### src/rtl/wfts_pkg.sv
package wfts_pkg;

   localparam int DEFAULT_TASK_SLOTS = 64;
   localparam logic [7:0] SLICE_RESET = 8'd4;
   localparam logic [15:0] PID_RESET = 16'd1;
   localparam logic [3:0] PRIO_MAX = 4'd15;

   localparam logic [1:0] MODE_TICK   = 2'd0;
   localparam logic [1:0] MODE_CREATE = 2'd1;
   localparam logic [1:0] MODE_EXIT   = 2'd2;
   localparam logic [1:0] MODE_YIELD  = 2'd3;

   localparam logic [1:0] STATUS_OK    = 2'd0;
   localparam logic [1:0] STATUS_FULL  = 2'd1;
   localparam logic [1:0] STATUS_EMPTY = 2'd2;

   typedef struct packed {
      logic [1:0] mode;
      logic [7:0] priority_req;
      logic [5:0] task_slot;
   } req_type;

   typedef struct packed {
      logic        running_valid;
      logic [5:0]  running_slot;
      logic        switched;
      logic [5:0]  created_slot;
      logic [15:0] created_pid;
      logic [1:0]  status;
   } rsp_type;

   typedef enum logic [3:0] {
      CMD_NONE,
      CMD_LOAD,
      CMD_FIND,
      CMD_CREATE,
      CMD_EXIT,
      CMD_TICK_RD,
      CMD_TICK_WR,
      CMD_REQUEUE,
      CMD_SCAN,
      CMD_PICK,
      CMD_FINISH
   } cmd_type;

   typedef struct packed {
      logic [1:0] mode;
      logic       cur_valid;
      logic       free_hit;
      logic       idx_last;
      logic       exit_ok;
      logic       slice_expire;
      logic       rsp_busy;
   } stat_type;

   // vruntime charged per tick: 1000000 * 56483 / band weight
   function automatic logic [63:0] charge(input logic [3:0] prio);
      logic [63:0] c;
      case (prio)
         4'd0:    c = 64'd636349;
         4'd1:    c = 64'd787164;
         4'd2:    c = 64'd1000000;
         4'd3:    c = 64'd1220647;
         4'd4:    c = 64'd1556391;
         4'd5:    c = 64'd1937401;
         4'd6:    c = 64'd2428958;
         4'd7:    c = 64'd3019673;
         4'd8:    c = 64'd3778379;
         4'd9:    c = 64'd4740097;
         4'd10:   c = 64'd5915689;
         4'd11:   c = 64'd7412467;
         4'd12:   c = 64'd9259508;
         4'd13:   c = 64'd11517740;
         4'd14:   c = 64'd14460573;
         default: c = 64'd18097725;
      endcase
      return c;
   endfunction

endpackage

### src/rtl/wfts_ctrl.sv
module wfts_ctrl (
   input  logic               clock,
   input  logic               reset,
   input  logic               req_valid,
   output logic               req_ready,
   input  wfts_pkg::stat_type stat,
   output wfts_pkg::cmd_type  cmd
);

   typedef enum logic [11:0] {
      ST_IDLE     = 12'b0000_0000_0001,
      ST_DISPATCH = 12'b0000_0000_0010,
      ST_FIND     = 12'b0000_0000_0100,
      ST_CREATE   = 12'b0000_0000_1000,
      ST_EXIT     = 12'b0000_0001_0000,
      ST_TICK_RD  = 12'b0000_0010_0000,
      ST_TICK_WR  = 12'b0000_0100_0000,
      ST_REQUEUE  = 12'b0000_1000_0000,
      ST_SCAN     = 12'b0001_0000_0000,
      ST_DRAIN    = 12'b0010_0000_0000,
      ST_PICK     = 12'b0100_0000_0000,
      ST_FINISH   = 12'b1000_0000_0000
   } state_type;

   state_type state_ff, state_in;

   assign req_ready = (state_ff == ST_IDLE) && !reset;

   always_comb begin
      state_in = state_ff;
      cmd      = wfts_pkg::CMD_NONE;
      unique case (state_ff)
         ST_IDLE: begin
            if (req_valid && req_ready) begin
               cmd      = wfts_pkg::CMD_LOAD;
               state_in = ST_DISPATCH;
            end
         end
         ST_DISPATCH: begin
            unique case (stat.mode)
               wfts_pkg::MODE_TICK:   state_in = stat.cur_valid ? ST_TICK_RD : ST_REQUEUE;
               wfts_pkg::MODE_CREATE: state_in = ST_FIND;
               wfts_pkg::MODE_EXIT:   state_in = ST_EXIT;
               default:               state_in = ST_REQUEUE;
            endcase
         end
         ST_FIND: begin
            cmd = wfts_pkg::CMD_FIND;
            if (stat.free_hit) state_in = ST_CREATE;
            else if (stat.idx_last) state_in = ST_FINISH;
         end
         ST_CREATE: begin
            cmd      = wfts_pkg::CMD_CREATE;
            state_in = ST_FINISH;
         end
         ST_EXIT: begin
            cmd      = wfts_pkg::CMD_EXIT;
            state_in = stat.exit_ok ? ST_REQUEUE : ST_FINISH;
         end
         ST_TICK_RD: begin
            cmd      = wfts_pkg::CMD_TICK_RD;
            state_in = ST_TICK_WR;
         end
         ST_TICK_WR: begin
            cmd      = wfts_pkg::CMD_TICK_WR;
            state_in = stat.slice_expire ? ST_REQUEUE : ST_FINISH;
         end
         ST_REQUEUE: begin
            cmd      = wfts_pkg::CMD_REQUEUE;
            state_in = ST_SCAN;
         end
         ST_SCAN: begin
            cmd = wfts_pkg::CMD_SCAN;
            if (stat.idx_last) state_in = ST_DRAIN;
         end
         // let the last read reach the compare stage
         ST_DRAIN: state_in = ST_PICK;
         ST_PICK: begin
            cmd      = wfts_pkg::CMD_PICK;
            state_in = ST_FINISH;
         end
         ST_FINISH: begin
            if (!stat.rsp_busy) begin
               cmd      = wfts_pkg::CMD_FINISH;
               state_in = ST_IDLE;
            end
         end
         default: state_in = ST_IDLE;
      endcase
   end

   always_ff @(posedge clock) begin
      if (reset) state_ff <= ST_IDLE;
      else       state_ff <= state_in;
   end

endmodule

### config.mk
export PLATFORM = sky130hd
export DESIGN_NAME = wfts_ctrl
export DESIGN_NICKNAME = d
export VERILOG_FILES = /design/src/rtl/wfts_pkg.sv /design/src/rtl/wfts_ctrl.sv
export SDC_FILE = /design/constraint.sdc
export NUM_CORES = 1
export LEC_CHECK = 0
export BUFFER_PORTS_ARGS = -buffer_cell sky130_fd_sc_hd__buf_4
export CAP_MARGIN = 20
export CELL_PAD_IN_SITES_DETAIL_PLACEMENT = 1
export CELL_PAD_IN_SITES_GLOBAL_PLACEMENT = 2
export CORE_MARGIN = 2
export CORE_UTILIZATION = 29
export CTS_CLUSTER_DIAMETER = 60
export CTS_CLUSTER_SIZE = 14
export DETAILED_ROUTE_END_ITERATION = 16
export GPL_TIMING_DRIVEN = 0
export PLACE_DENSITY_LB_ADDON = 0.1
export SYNTH_ARGS = -nofsm -noshare
export SYNTH_HDL_FRONTEND = slang
export SYNTH_SLANG_ARGS = --single-unit
export TNS_END_PERCENT = 1
### constraint.sdc
create_clock -name clock -period 2 [get_ports clock]
set_input_delay 0.4 -clock clock [delete_from_list [all_inputs] [get_ports clock]]
set_output_delay 0.4 -clock clock [all_outputs]
set_load 0.05 [all_outputs]
Word level (Yosys, flattened, before mapping):

Index checks and enable logic that the tools add are counted.
W data, S select, Z words.

* bits in registers: 12
* output and inout port bits: 5
* word-level logic and storage cells: 38

* equal/unequal tests: 18
* muxes and demuxes: 13
* reductions and logical operators: 6

Operator list (count)
* $pmux W12 S11: 1
* $mux W12: 7
* $pmux W4 S10: 1
* $pmux W8 S3: 1
* $eq A12 B1 Y1 const B: 1
* $eq A12 B10 Y1 const B: 1
* $eq A12 B11 Y1 const B: 1
* $eq A12 B12 Y1 const B: 1
* $eq A12 B2 Y1 const B: 1
* $eq A12 B3 Y1 const B: 1
* $eq A12 B4 Y1 const B: 1
* $eq A12 B5 Y1 const B: 1
* $eq A12 B6 Y1 const B: 1
* $eq A12 B7 Y1 const B: 1
* $eq A12 B8 Y1 const B: 1
* $eq A12 B9 Y1 const B: 1
* $mux W8: 1
* $mux W4: 1
* $ne A2 B2 Y1 const B: 2
* $reduce_and A4 Y1: 1
* $ne A3 B3 Y1 const B: 1
* $eq A2 B1 Y1 const B: 1
* $eq A2 B2 Y1 const B: 1
* $logic_and A1 B1 Y1: 2
* 5 further kinds: 5

Depth between registers and ports, before layout:

* depth after elaboration: 5
* depth in mapped cells: 6
* mapped depth without buffers: 5

Least setup slack after synthesis:

No wires, ideal clock.

* path type: register to output
* from: register state_ff[3]
* to: output port cmd[2]
* arrival time: 2018 ps
* setup slack: -418 ps
* stages on the path, launching flop included: 5
* path buffers: 1
* cells stage by stage: dfxtp_1 -> buf_6 -> nor4_4 -> nand3_1 -> o21ai_0

* word-level cells in the longest chain between the ends: 2
* elaborated cells between the ends (all ways): 11
* classes of those cells: eq/ne: 10; mux: 1

Ends and longest elaborated chain
* start: declaration: RTL line wfts_ctrl.sv:25 `state_type state_ff, state_in;`
* start signal: assignment: RTL line wfts_ctrl.sv:94 `else state_ff <= state_in;`
* $eq A12 B12 Y1, or another cell as far along: RTL line wfts_ctrl.sv:32 `unique case (state_ff)`
* $pmux W4 S10 (*): RTL line wfts_ctrl.sv:32
* end: declaration: RTL line wfts_ctrl.sv:7 `output wfts_pkg::cmd_type cmd`

Mark *: on every way between the ends. The rest lies on a longest branch, timed or not.

Worst setup path after layout:

* from: register state_ff[1]
* to: output port cmd[0]

* word-level cells in the longest chain between the ends: 5
* elaborated cells between the ends (all ways): 14
* classes of those cells: eq/ne: 10; mux: 2; reduce/logical: 2

Ends and longest elaborated chain
* $eq A12 B1 Y1: RTL line wfts_ctrl.sv:27, wfts_ctrl.sv:32
* $logic_and A1 B1 Y1: RTL line wfts_ctrl.sv:27 `assign req_ready = (state_ff == ST_IDLE) && !reset;`
* $logic_and A1 B1 Y1: RTL line wfts_ctrl.sv:34 `if (req_valid && req_ready) begin`
* $mux W1: RTL line wfts_ctrl.sv:34
* $pmux W4 S10 (*): RTL line wfts_ctrl.sv:32

Marks and branches as above.

==> impl_metrics.tcl <==
set metrics [dict create \
    critPathMaxFanout 6 \
    layout_min_cycle_time_ps 2336 \
    antenna_cells 0 \
    status "finished, violations left" \
    row_count 21 \
    grt_pass1_vias 1075 \
    ctsLongestPathBuffers 2 \
    fin_nets 162 \
    postSynthNetCount 138 \
    fin_crit_sh_pct 116.8 \
    syn_inst 124 \
    avgRoutedWirePerCell_um 16.20 \
    area_delta_synth_final_pct 35.73 \
    die_x_um 62.97 \
    tightest_slew_ps 507.1 \
    vias 1032 \
    ys_seq_elements 12 \
    busiest_layer "met2" \
    start_kind "flip-flop" \
    place_congestion 0.7689 \
    core_region_area_mm2 0.003337 \
    synth.distinct_cells 42 \
    gr-total-overflow 0 \
    drt_pass1_iterations 4 \
    met2_usage_pct 27.79 \
    largest_register_ffs 12 \
    cts_made_buffers 3 \
    cts_tree "built" \
    pin_count 16 \
    async_flop_share_pct 0 \
    yosysSeqAreaShare_pct 23.82 \
    dieArea_mm2 0.003965 \
    root_buffer "clkbuf_4" \
    clkSinkCount 12 \
    timing.final.ws_setup_ps -335.5 \
    insertion_delay_ps 280 \
    top_register "state_ff" \
    violations "setup timing" \
    power_mw 0.6030 \
    drtIter0Drc 72 \
    dieHeight_um 62.97 \
    final-hold-violation-count 0 \
    drv_cap 0 \
    htree_levels 1 \
    synth_edf_count 0 \
    drc 0 \
    grt.total_usage_pct 16.94 \
    synth-compound-area-share_pct 16.75 \
    synth_mux_area_share_pct 0.9926 \
    hpwlAfterDp_um 2201 \
    top_regs "state_ff x12" \
    end_kind "primary output" \
    synth-main-ff-cell "dfxtp_1" \
    grt_max_degree 11 \
    io_buffers 14 \
    yosysWarningCount 0 \
    slew_headroom_pct 66.08 \
    yosys.area_share.simple_pct 42.18 \
    layout-drive-gt1-share_pct 41.10 \
    grt_use_met1_pct 22.72 \
    skew_ps 11.55 \
    ir_worst_vdd_v 0.0002556 \
    drv_slew 0 \
    power_leakage_nw 0.5279 \
    holdCritPathClass "in2reg" \
    rsz0062_at_grt "true" \
    detail-route-antenna-nets 0 \
    wl_um 3111 \
    avgSynthCellArea_um2 8.133 \
    setup_violations 4 \
    synth-xor-area-share_pct 4.342 \
    grt_antenna_before_repair 0 \
    synth_top_family_by_area "simple AND/OR/NAND/NOR gates" \
    required_ps 1600 \
    clock.fmax_ghz 0.4282 \
    syn_area_mm2 0.001008 \
    synth_adder_area_share_pct 3.722 \
    critical_path_arrival_ps 1940 \
    clkTransAtPathRegs_ps 90 \
    powerDensity_mw_per_mm2 440.6 \
    crit_type "reg2out" \
    grt_first_pass_wirelength_um 5333 \
    tns_ps -827.1 \
    fillCellCount 405 \
    grtUsageMet3_pct 3.063 \
    via_per_inst 5.375 \
    initial_core_util_pct 30.22 \
]
## cell usage in the layout (no fill, tap or decap), types with 2 or more instances in the layout
cell,count
o21a_1,2
nor3b_1,2
dfxtp_2,6
o21ai_2,2
xor2_1,4
nor4_1,3
clkbuf_4,3
nor4b_1,5
ha_1,3
nand3_2,2
nor3_1,3
dfxtp_4,3
nor3_4,2
o21ai_0,4
nor2_1,13
nand3_1,2
nand2b_1,2
or3_1,2
nand2_1,4
nor2b_1,2
or4b_4,2
inv_1,6
a21oi_1,4
dfxtp_1,3
buf_4,21
nand4_1,9
nor4_4,4
buf_6,7
o22ai_1,2
## logic make-up after synthesis
group,after synthesis
multiplexers,1
AO/OA/AOI/OAI,24
adder cells (fa/ha/maj),3
AND/OR/NAND/NOR,63
XOR/XNOR,5
buffers and inverters,16
flip-flops,12
## cells in the mapped netlist, drive strengths merged, types with 2 or more instances
cell,instances,share of area [%]
nor2,13,4.8
dfxtp,12,24
buf,10,6.0
nand4,9,5.6
nor4,8,9.8
o21ai,7,3.8
a21oi,6,3.7
inv,6,2.2
nor3,6,4.0
nand2,5,1.9
nor4b,5,4.3
nand3,4,2.5
xor2,4,3.5
ha,3,3.7
nand2b,2,1.2
nor2b,2,1.2
nor3b,2,1.5
o21a,2,1.5
o22ai,2,1.2
or3,2,1.2
or4b,2,2.0
## cell type report
cell class	instances	area [um^2]	share of cell area (%)
Inverter	6	22.52	1.645
Tap cell	46	57.56	4.205
Multi-Input combinational cell	96	767.0	56.03
Buffer	5	37.54	2.742
Sequential cell	12	259.0	18.92
Timing Repair Buffer	24	202.7	14.81
Clock buffer	3	22.52	1.645
## stage by stage
stage	utilization [%]	area [um^2]	hold slack [ps]	instances	setup WS, ps
detailed placement	35.25	1176	644.4	184	-422.9
floorplan	-	1013	549.4	124	-329.6
global placement	35.25	1176	633.6	184	-432.7
CTS	39.56	1320	375.9	192	-330.5
finish	41.02	1369	382.0	192	-335.5
global route	41.02	1369	397.0	192	-424.0
## path summary, 6_finish.rpt
path               startpoint      endpoint  slack [ps]  depth (start not counted)
hold / removal        stat[5]   state_ff[5]         380                          3
setup / recovery  state_ff[1]        cmd[0]        -340                          5
setup reg to reg  state_ff[5]   state_ff[0]          50                          7
hold reg to reg   state_ff[9]  state_ff[10]         550                          2
## metal layers
| layer | part of all wire [%] | wire [um] |
|---|---|---|
| met5 | 0 | 0 |
| met4 | 1.3 | 39 |
| met3 | 4.2 | 131 |
| met2 | 49 | 1529 |
| met1 | 45 | 1411 |
## power by group
group / internal (mW) / leakage, nW / switching (mW) / total, mW
combinational: 0.0835 / 0.412 / 0.110 / 0.193
clock: 0.0697 / 0.0138 / 0.0904 / 0.160
sequential: 0.242 / 0.102 / 0.00799 / 0.250
## critical path, cell delays in order (launching register included)
cell and delay (ps):
dfxtp_4 390, nor4_4 320, nand3_2 110, or4b_4 540, o2111ai_2 120, buf_6 190
## repair_timing
action | CTS | global route
hold buffers | 0 | 0
gates cloned | 0 | 0
pin swaps | 8 | 8
endpoints found under the setup margin | 10 | 14
gates resized for setup | 21 | 14
setup buffers | 9 | 1
Power figures use the tool's default switching activity.
